`config.mk`:
```
export PLATFORM = sky130hd
export DESIGN_NAME = incremental_pi_motor_speed
export DESIGN_NICKNAME = d
export VERILOG_FILES = /design/src/sv/ipms_pkg.sv /design/src/sv/ipms_update.sv /design/src/sv/ipms_clamp.sv /design/src/sv/incremental_pi_motor_speed.sv
export SDC_FILE = /design/constraint.sdc
export NUM_CORES = 2
export LEC_CHECK = 0
export BUFFER_PORTS_ARGS = -buffer_cell sky130_fd_sc_hd__buf_2
export CAP_MARGIN = 0
export CORE_UTILIZATION = 30
export CTS_BUF_LIST = sky130_fd_sc_hd__clkbuf_4 sky130_fd_sc_hd__clkbuf_8 sky130_fd_sc_hd__clkbuf_16
export DETAILED_ROUTE_END_ITERATION = 10
export HOLD_SLACK_MARGIN = 0.03
export PLACE_DENSITY = 0.56
export RECOVER_POWER = 50
export SLEW_MARGIN = 20
export SYNTH_ARGS = -nofsm -noshare
export SYNTH_HDL_FRONTEND = slang
export SYNTH_HIERARCHICAL = 1
export SYNTH_SLANG_ARGS = --single-unit
```
`constraint.sdc`:
```
create_clock -name aclk -period 28 [get_ports aclk]
set_input_delay 1.4 -clock aclk [delete_from_list [all_inputs] [get_ports aclk]]
set_output_delay 1.4 -clock aclk [all_outputs]
set_load 0.005 [all_outputs]
```
`src/sv/ipms_pkg.sv`:
```
// ----------------------------------------------------------------------------
// ipms_pkg
// Types and constants shared by the incremental PI motor speed controller.
// ----------------------------------------------------------------------------
package ipms_pkg;

    // Configuration register indexes
    localparam logic [1:0] REG_TARGET_SPEED  = 2'd0;
    localparam logic [1:0] REG_PROP_GAIN     = 2'd1;
    localparam logic [1:0] REG_INTEGRAL_GAIN = 2'd2;
    localparam logic [1:0] REG_DRIVE_LIMIT   = 2'd3;

    // Reset values of the configuration registers
    localparam logic signed [15:0] TARGET_SPEED_RST  = 16'sd3;
    localparam logic [15:0]        PROP_GAIN_RST     = 16'd100;
    localparam logic [15:0]        INTEGRAL_GAIN_RST = 16'd100;
    localparam logic [14:0]        DRIVE_LIMIT_RST   = 15'd7100;

    localparam int ERR_W  = 17;   // count - target
    localparam int DERR_W = 18;   // error - previous error
    localparam int ACC_W  = 32;
    localparam int SUM_W  = 37;   // headroom for acc + two products

    typedef logic signed [ERR_W-1:0]  err_t;
    typedef logic signed [DERR_W-1:0] derr_t;
    typedef logic signed [ACC_W-1:0]  acc_t;
    typedef logic signed [SUM_W-1:0]  sum_t;

    typedef struct packed {
        logic signed [15:0] value;
        logic [14:0]        magnitude;
        logic               forward;
    } drive_t;

endpackage

```
`src/sv/ipms_update.sv`:
```
// ----------------------------------------------------------------------------
// ipms_update
// Error, incremental PI accumulate with saturation, and the controller state.
// ----------------------------------------------------------------------------
module ipms_update (
    input  logic                aclk,
    input  logic                aresetn,
    input  logic                en,
    input  logic signed [15:0]  encoder_count,
    input  logic signed [15:0]  target_speed,
    input  logic [15:0]         prop_gain,
    input  logic [15:0]         integral_gain,
    output ipms_pkg::acc_t      acc_next
);
    import ipms_pkg::*;

    acc_t  acc_reg;
    derr_t prev_err_reg;
    derr_t prev_err_next;

    err_t                   err;
    derr_t                  derr;
    logic signed [34:0]     p_term;
    logic signed [33:0]     i_term;
    sum_t                   sum;
    logic                   sat_hi;
    logic                   sat_lo;

    assign err  = ERR_W'(encoder_count) - ERR_W'(target_speed);
    assign derr = DERR_W'(err) - prev_err_reg;

    assign p_term = $signed({1'b0, prop_gain}) * derr;
    assign i_term = $signed({1'b0, integral_gain}) * err;

    assign sum = SUM_W'(acc_reg) + SUM_W'(p_term) + SUM_W'(i_term);

    // Saturate to the signed 32-bit range when the upper bits disagree
    assign sat_hi = !sum[SUM_W-1] && (sum[SUM_W-2:ACC_W-1] != '0);
    assign sat_lo =  sum[SUM_W-1] && (sum[SUM_W-2:ACC_W-1] != '1);

    always_comb begin
        if (sat_hi) begin
            acc_next = {1'b0, {(ACC_W-1){1'b1}}};
        end else if (sat_lo) begin
            acc_next = {1'b1, {(ACC_W-1){1'b0}}};
        end else begin
            acc_next = sum[ACC_W-1:0];
        end
    end

    assign prev_err_next = DERR_W'(err);

    always_ff @(posedge aclk) begin
        if (!aresetn) begin
            acc_reg      <= '0;
            prev_err_reg <= '0;
        end else if (en) begin
            acc_reg      <= acc_next;
            prev_err_reg <= prev_err_next;
        end
    end

endmodule

```
`src/sv/ipms_clamp.sv`:
```
// ----------------------------------------------------------------------------
// ipms_clamp
// Clamp the accumulator to the drive limit; form magnitude and direction.
// ----------------------------------------------------------------------------
module ipms_clamp (
    input  ipms_pkg::acc_t   acc,
    input  logic [14:0]      drive_limit,
    output ipms_pkg::drive_t drive
);
    import ipms_pkg::*;

    acc_t               lim_pos;
    acc_t               lim_neg;
    logic signed [15:0] drv;

    assign lim_pos = $signed({{(ACC_W-15){1'b0}}, drive_limit});
    assign lim_neg = -lim_pos;

    always_comb begin
        if (acc > lim_pos) begin
            drv = lim_pos[15:0];
        end else if (acc < lim_neg) begin
            drv = lim_neg[15:0];
        end else begin
            drv = acc[15:0];
        end
    end

    always_comb begin
        drive.value     = drv;
        drive.magnitude = drv[15] ? 15'(-drv) : drv[14:0];
        drive.forward   = !drv[15] && (drv != '0);
    end

endmodule

```
`src/sv/incremental_pi_motor_speed.sv`:
```
// ----------------------------------------------------------------------------
// incremental_pi_motor_speed
// An item passes through the input register, then the result register,
// before its result is valid on the result channel.
// Throughput: one item per cycle while m_ready stays high; the accumulate
// path between the two registers bounds the clock. Synchronous active-low
// reset clears the accumulator, previous error and both valid flags, and
// loads the configuration defaults (target 3, gains 100, limit 7100).
// ----------------------------------------------------------------------------
module incremental_pi_motor_speed (
    input  logic               aclk,
    input  logic               aresetn,
    // configuration write port
    input  logic               cfg_wr_en,
    input  logic [1:0]         cfg_index,
    input  logic [15:0]        cfg_wdata,
    // input channel
    input  logic               s_valid,
    output logic               s_ready,
    input  logic signed [15:0] s_encoder_count,
    // result channel
    output logic               m_valid,
    input  logic               m_ready,
    output logic signed [15:0] m_drive_value,
    output logic [14:0]        m_drive_magnitude,
    output logic               m_direction_forward
);
    import ipms_pkg::*;

    logic signed [15:0] target_speed_reg;
    logic [15:0]        prop_gain_reg;
    logic [15:0]        integral_gain_reg;
    logic [14:0]        drive_limit_reg;

    logic               in_valid_reg;
    logic signed [15:0] in_count_reg;
    logic               out_valid_reg;
    drive_t             out_reg;

    logic   advance;
    logic   fire;
    acc_t   acc_next;
    drive_t drive;

    // Configuration registers
    always_ff @(posedge aclk) begin
        if (!aresetn) begin
            target_speed_reg  <= TARGET_SPEED_RST;
            prop_gain_reg     <= PROP_GAIN_RST;
            integral_gain_reg <= INTEGRAL_GAIN_RST;
            drive_limit_reg   <= DRIVE_LIMIT_RST;
        end else if (cfg_wr_en) begin
            unique case (cfg_index)
                REG_TARGET_SPEED:  target_speed_reg  <= $signed(cfg_wdata);
                REG_PROP_GAIN:     prop_gain_reg     <= cfg_wdata;
                REG_INTEGRAL_GAIN: integral_gain_reg <= cfg_wdata;
                REG_DRIVE_LIMIT:   drive_limit_reg   <= cfg_wdata[14:0];
                default: ;
            endcase
        end
    end

    // Result register frees when empty or taken; input register frees when
    // empty or when its item moves on.
    assign advance = !out_valid_reg || m_ready;
    assign fire    = in_valid_reg && advance;
    assign s_ready = !in_valid_reg || advance;

    always_ff @(posedge aclk) begin
        if (!aresetn) begin
            in_valid_reg <= 1'b0;
        end else if (s_ready) begin
            in_valid_reg <= s_valid;
        end
    end

    always_ff @(posedge aclk) begin
        if (s_ready && s_valid) begin
            in_count_reg <= s_encoder_count;
        end
    end

    ipms_update u_update (
        .aclk          (aclk),
        .aresetn       (aresetn),
        .en            (fire),
        .encoder_count (in_count_reg),
        .target_speed  (target_speed_reg),
        .prop_gain     (prop_gain_reg),
        .integral_gain (integral_gain_reg),
        .acc_next      (acc_next)
    );

    ipms_clamp u_clamp (
        .acc         (acc_next),
        .drive_limit (drive_limit_reg),
        .drive       (drive)
    );

    always_ff @(posedge aclk) begin
        if (!aresetn) begin
            out_valid_reg <= 1'b0;
        end else if (advance) begin
            out_valid_reg <= in_valid_reg;
        end
    end

    always_ff @(posedge aclk) begin
        if (fire) begin
            out_reg <= drive;
        end
    end

    assign m_valid             = out_valid_reg;
    assign m_drive_value       = out_reg.value;
    assign m_drive_magnitude   = out_reg.magnitude;
    assign m_direction_forward = out_reg.forward;

    a_mag_within_limit: assert property (@(posedge aclk) disable iff (!aresetn)
        out_valid_reg |-> (out_reg.magnitude <= drive_limit_reg))
        else $error("drive magnitude exceeds limit");

    a_mag_matches_value: assert property (@(posedge aclk) disable iff (!aresetn)
        out_valid_reg |-> ((out_reg.value == $signed({1'b0, out_reg.magnitude}))
                        || (out_reg.value == -$signed({1'b0, out_reg.magnitude}))))
        else $error("drive magnitude does not match drive value");

    a_forward_sign: assert property (@(posedge aclk) disable iff (!aresetn)
        out_valid_reg |-> (out_reg.forward == (out_reg.value > 16'sd0)))
        else $error("direction bit disagrees with drive sign");

    a_stall_only_full: assert property (@(posedge aclk) disable iff (!aresetn)
        !s_ready |-> (in_valid_reg && out_valid_reg && !m_ready))
        else $error("input stalled while pipeline has room");

endmodule
```
# --- After elaboration in Yosys (flattened, before gate mapping) ---
# Cells that the tools add are included.
totals:
  out_inout_bits: 34
  ff_bits: 162
  word_cells: 49
classes:
  multipliers: 2
  n_lt_le_gt_ge: 2
  muxes: 5
  n_eq_ne: 4
  addsub: 6
  reduce_logical: 18
ops:
  columns: ["operator", "count"]
  rows:
  - ["32-bit 2-to-1 mux", 2]
  - ["36-bit by 34-bit adder with 37-bit output", 1]
  - ["32-bit by 35-bit adder with 36-bit output", 1]
  - ["17-bit by 18-bit multiplier with 35-bit output", 1]
  - ["17-bit by 17-bit multiplier with 34-bit output", 1]
  - ["32-bit by 16-bit greater-than comparator with 1-bit output", 1]
  - ["32-bit less-than comparator", 1]
  - ["16-bit 2-to-1 mux", 2]
  - ["15-bit negator with 32-bit output", 1]
  - ["17-bit by 17-bit subtractor with 18-bit output", 1]
  - ["16-bit by 16-bit subtractor with 17-bit output", 1]
  - ["16-bit nonzero test", 1]
  - ["15-bit 2-to-1 mux", 1]
  - ["15-bit negator", 1]
  - ["2-bit AND reduction", 4]
  - ["1-bit logical AND", 5]
  - ["5-bit inequality test (second input constant)", 1]
  - ["5-bit nonzero test", 1]
  - ["2-bit == test (second input constant)", 2]
  - ["1-bit logical NOT", 4]
  - ["2-bit by 1-bit == test with 1-bit output (second input constant)", 1]
  - ["2-bit logical NOT", 1]
  - ["1-bit logical OR", 2]

# --- Depth between registers and ports, before layout ---
logic_depth:
  depth_word: 14
  depth_mapped: 65
  mapped_depth_nobuf: 60

# --- Modules after synthesis ---
# Netlist, hierarchy kept.
by_module_without_submodules:
  columns: ["module", "instances", "area_per_inst_um2", "seq_area_each_um2", "cells_each"]
  rows:
  - ["ipms_update", 1, 25843.5, 980.9, 2868]
  - ["incremental_pi_motor_speed", 1, 3967.6, 2742.6, 298]
  - ["ipms_clamp", 1, 2270.9, 0.0, 327]

# --- Least setup slack after synthesis ---
# No wires, ideal clock.
synth_timing:
  kind: "register to register"
  from: "reg in_count_reg[0]"
  to: "reg out_reg (netlist bit m_direction_forward), data pin"
  path_slack_ns: 13.203
  arrival_time_ns: 14.538
  required_ns: 27.741
  stages_incl_launch_ff: 59
  period_less_slack_ns: 14.797
  setup_ns: 0.259
  path_buffers: 5
  cell_sequence: "edfxtp_1 > inv_1 > ha_1 > fa_1 > nand2b_1 > a21boi_0 > o21ai_0 > a211oi_1 > nor2_1 > a21oi_1 > a2111oi_0 > nor3_1 > clkbuf_1 > ha_1 > a21oi_1 > nor2b_1 > o32ai_1 > clkbuf_1 > (+23 left out) > buf_2 > o21ai_1 > nand2_1 > ha_1 > a21o_1 > a221oi_1 > o21ai_1 > nor4b_1 > or4_1 > buf_2 > clkbuf_1 > nor2_1 > or3_1 > inv_1 > ha_1 > nor4b_2 > nand3_1 > o31a_1"
synth_lines:
  columns: ["element", "line_no", "rtl"]
  rows:
  - ["from (decl)", "incremental_pi_motor_speed.sv:36", "logic signed [15:0] in_count_reg;"]
  - ["from (signal assigned)", "incremental_pi_motor_speed.sv:79", "in_count_reg <= s_encoder_count;"]
  - ["to (signal assigned)", "incremental_pi_motor_speed.sv:110", "out_reg <= drive;"]
  - ["to (decl)", "incremental_pi_motor_speed.sv:38", "drive_t out_reg;"]

==> impl_metrics.env <==
export IMPL_grt_overflow=0
export IMPL_path_clk_slew_ns=0.07
export IMPL_status="finished with violations"
export IMPL_finalSetupViolCount=0
export IMPL_yosysMostFrequentCell="inv_1"
export IMPL_stdcell_count=4898
export IMPL_cp_data_required_time_ns=28.23
export IMPL_cts_setup_buffers=0
export IMPL_hold_viol=0
export IMPL_viasPerCell=4.73
export IMPL_place_ws_ns=11.27
export IMPL_drv_slew=188
export IMPL_synthMuxAreaShare_pct=2.39
export IMPL_fmax_mhz=59.4
export IMPL_finalClockSkew_ns=0.0151
export IMPL_dp_hpwl_mm=71.7
export IMPL_cts_sinks=162
export IMPL_drc=0
export IMPL_port_buffers=72
export IMPL_setup_tns_ns=0
export IMPL_dp_cells=4865
export IMPL_end_kind="flip-flop"
export IMPL_synth_nets=4441
export IMPL_cap_viol_max_count=5
export IMPL_grtUsageTotal_pct=17.2
export IMPL_synth_top_family_by_area="adder cells"
export IMPL_synth_distinct_cells=87
export IMPL_vias=23200
export IMPL_htree_levels=4
export IMPL_grt_pass1_wl_mm=142
export IMPL_syn_area_um2=32100
export IMPL_post_route_util_pct=32.8
export IMPL_synth_warnings=6
export IMPL_synthAdderAreaFrac_pct=50.0
export IMPL_die_x_um=329
export IMPL_die_y_um=329
export IMPL_cts_root_buffer="clkbuf_16"
export IMPL_largest_reg_flops=32
export IMPL_start_kind="flip-flop"
export IMPL_synth_ff_type="dfxtp_1"
export IMPL_cts_tree="yes"
export IMPL_cp_slowest_cell="fa_1"
export IMPL_wire_per_inst_um=18.1
export IMPL_clkLatencyLatePin_ns=0.48
export IMPL_grt_antenna_before_repair=3
export IMPL_rows=119
export IMPL_synth_top_area_share_pct=38.8
export IMPL_final_nets=4441
export IMPL_worst_pin_slew_ns=2.88
export IMPL_ant_nets=0
export IMPL_worst_path_most_repeated_cell="fa_1"
export IMPL_rsz0062_at_grt="no"
export IMPL_ys_ff_latch=162
export IMPL_avgSynthCellArea_um2=9.18
export IMPL_synth_top_area_cell="fa_1"
export IMPL_ys_top_cells_by_area="fa_1 (39%), ha_1 (11%), inv_1 (9.4%)"
export IMPL_worstPathArrival_ns=17.06
export IMPL_wl_mm=88.8
export IMPL_dr_first_iter_drc_count=1346
export IMPL_synth_compound_area_share_pct=7.13
export IMPL_violations="max-capacitance violations, max-slew violations"
export IMPL_cts_resized=0
export IMPL_ys_seq_area_share_pct=11.6
export IMPL_area_growth_pct=7.98
export IMPL_core_um2=106000
export IMPL_io_pins=73
export IMPL_synth_xor_area_share_pct=2.16
export IMPL_fin_ws_ns=11.17
export IMPL_period_minus_slack_ns=16.83
export IMPL_hold_buffers=0
export IMPL_start_util_pct=30.3
export IMPL_synth_edf_count=48
export IMPL_clk_path_buf_depth=2
export IMPL_fin_crit_sh_pct=60.1
export IMPL_holdCritPathClass="reg -> reg"
export IMPL_grt_pass1_vias=24700
export IMPL_relSlewSlack_pct=-92.3
export IMPL_synthTopCellsByCount="inv_1 (804), fa_1 (621), nand2_1 (421), ha_1 (288), and2_1 (219)"
export IMPL_path_class="reg -> reg"
export IMPL_min_path_cells=2
export IMPL_synthSimpleGateAreaFrac_pct=15.3
export IMPL_syn_inst=3493
export IMPL_firstDrtPassIters=7
export IMPL_cts_made_buffers=17
export IMPL_drive_gt1_share_pct=5.82
export IMPL_grt_max_degree=69
export IMPL_slowest_delay_ns=0.77
export IMPL_fp_dieArea_um2=108000
export IMPL_r2r_cells=55
export IMPL_gp_congestion=0.912
export IMPL_synthArstFlopShare_pct=0
export IMPL_cp_max_fo=32
final timing paths:
kind	startpoint	to	slack [ns]
max	in_count_reg[0]$_DFFE_PP_	m_direction_forward$_DFFE_PP_	11.17
min	target_speed_reg[10]$_SDFFE_PN0P_	target_speed_reg[10]$_SDFFE_PN0P_	0.46
max reg2reg	in_count_reg[0]$_DFFE_PP_	m_direction_forward$_DFFE_PP_	11.17
min reg2reg	target_speed_reg[10]$_SDFFE_PN0P_	target_speed_reg[10]$_SDFFE_PN0P_	0.46
critical path, delay by kind of cell (launching register included):
family                     cells  cell delay, ns
and+or+nand+nor               15            3.87
DFF                            1            0.33
AOI/OAI and AO/OA             16            4.60
adders and majority gates     14            6.30
buffers and inverters         10            1.47
layout make-up:
| class | count | area, um^2 |
|---|---|---|
| Antenna cell | 1 | 2.50 |
| Timing Repair Buffer | 118 | 657 |
| Fill cell | 11100 | 71100 |
| Inverter | 806 | 3030 |
| Sequential cell | 162 | 3720 |
| Tap cell | 1391 | 1740 |
| Multi-Input combinational cell | 2388 | 24900 |
| Clock inverter | 13 | 141 |
| Clock buffer | 19 | 464 |
metal layers:
layer,track usage [%],vias up,routed length (um)
met5,0,-,0
met4,4.83,0,2170
met3,2.29,99,4440
met2,28.3,554,42100
met1,23.4,11800,40100
li1,-,10700,-
through the flow:
stage	hold WS (ns)	area [um^2]
floorplan	0.434	32100
global placement	0.443	34100
detailed placement	0.449	34100
CTS	0.463	34700
global route	0.478	34600
finish	0.461	34600
cell families after synthesis:
logic type,count (synthesis)
simple gates,974
buf+inv,943
fa+ha+maj,909
compound gates,350
flops,162
xor+xnor,79
mux,76
cells in the final DEF, fill, tap and decap left out, drive strengths merged, types with 4 or more instances in the layout:
cell type and instances:
mux2i 73, a211o 7, nor4 18, a22oi 5, o31ai 4, clkbuf 54
o22ai 8, and3 10, nand3 24, nor3 33, nand4 21, a31oi 7
xor2 26, ha 288, a21o 26, or3 11, o21ai 98, nor2 76
fa 621, buf 83, o211ai 16, clkinv 7, and2 219, nand2b 32
or2 5, a21boi 5, o21a 8, o21bai 8, edfxtp 48, nor3b 13
nand2 422, a21oi 116, inv 810, nand3b 4, dfxtp 114, or3b 7
a211oi 17, nor2b 69, xnor2 53
Power is left out: the tool's default activity adds up to more than one toggle a clock period on the data nets, which glitch-free logic cannot reach.
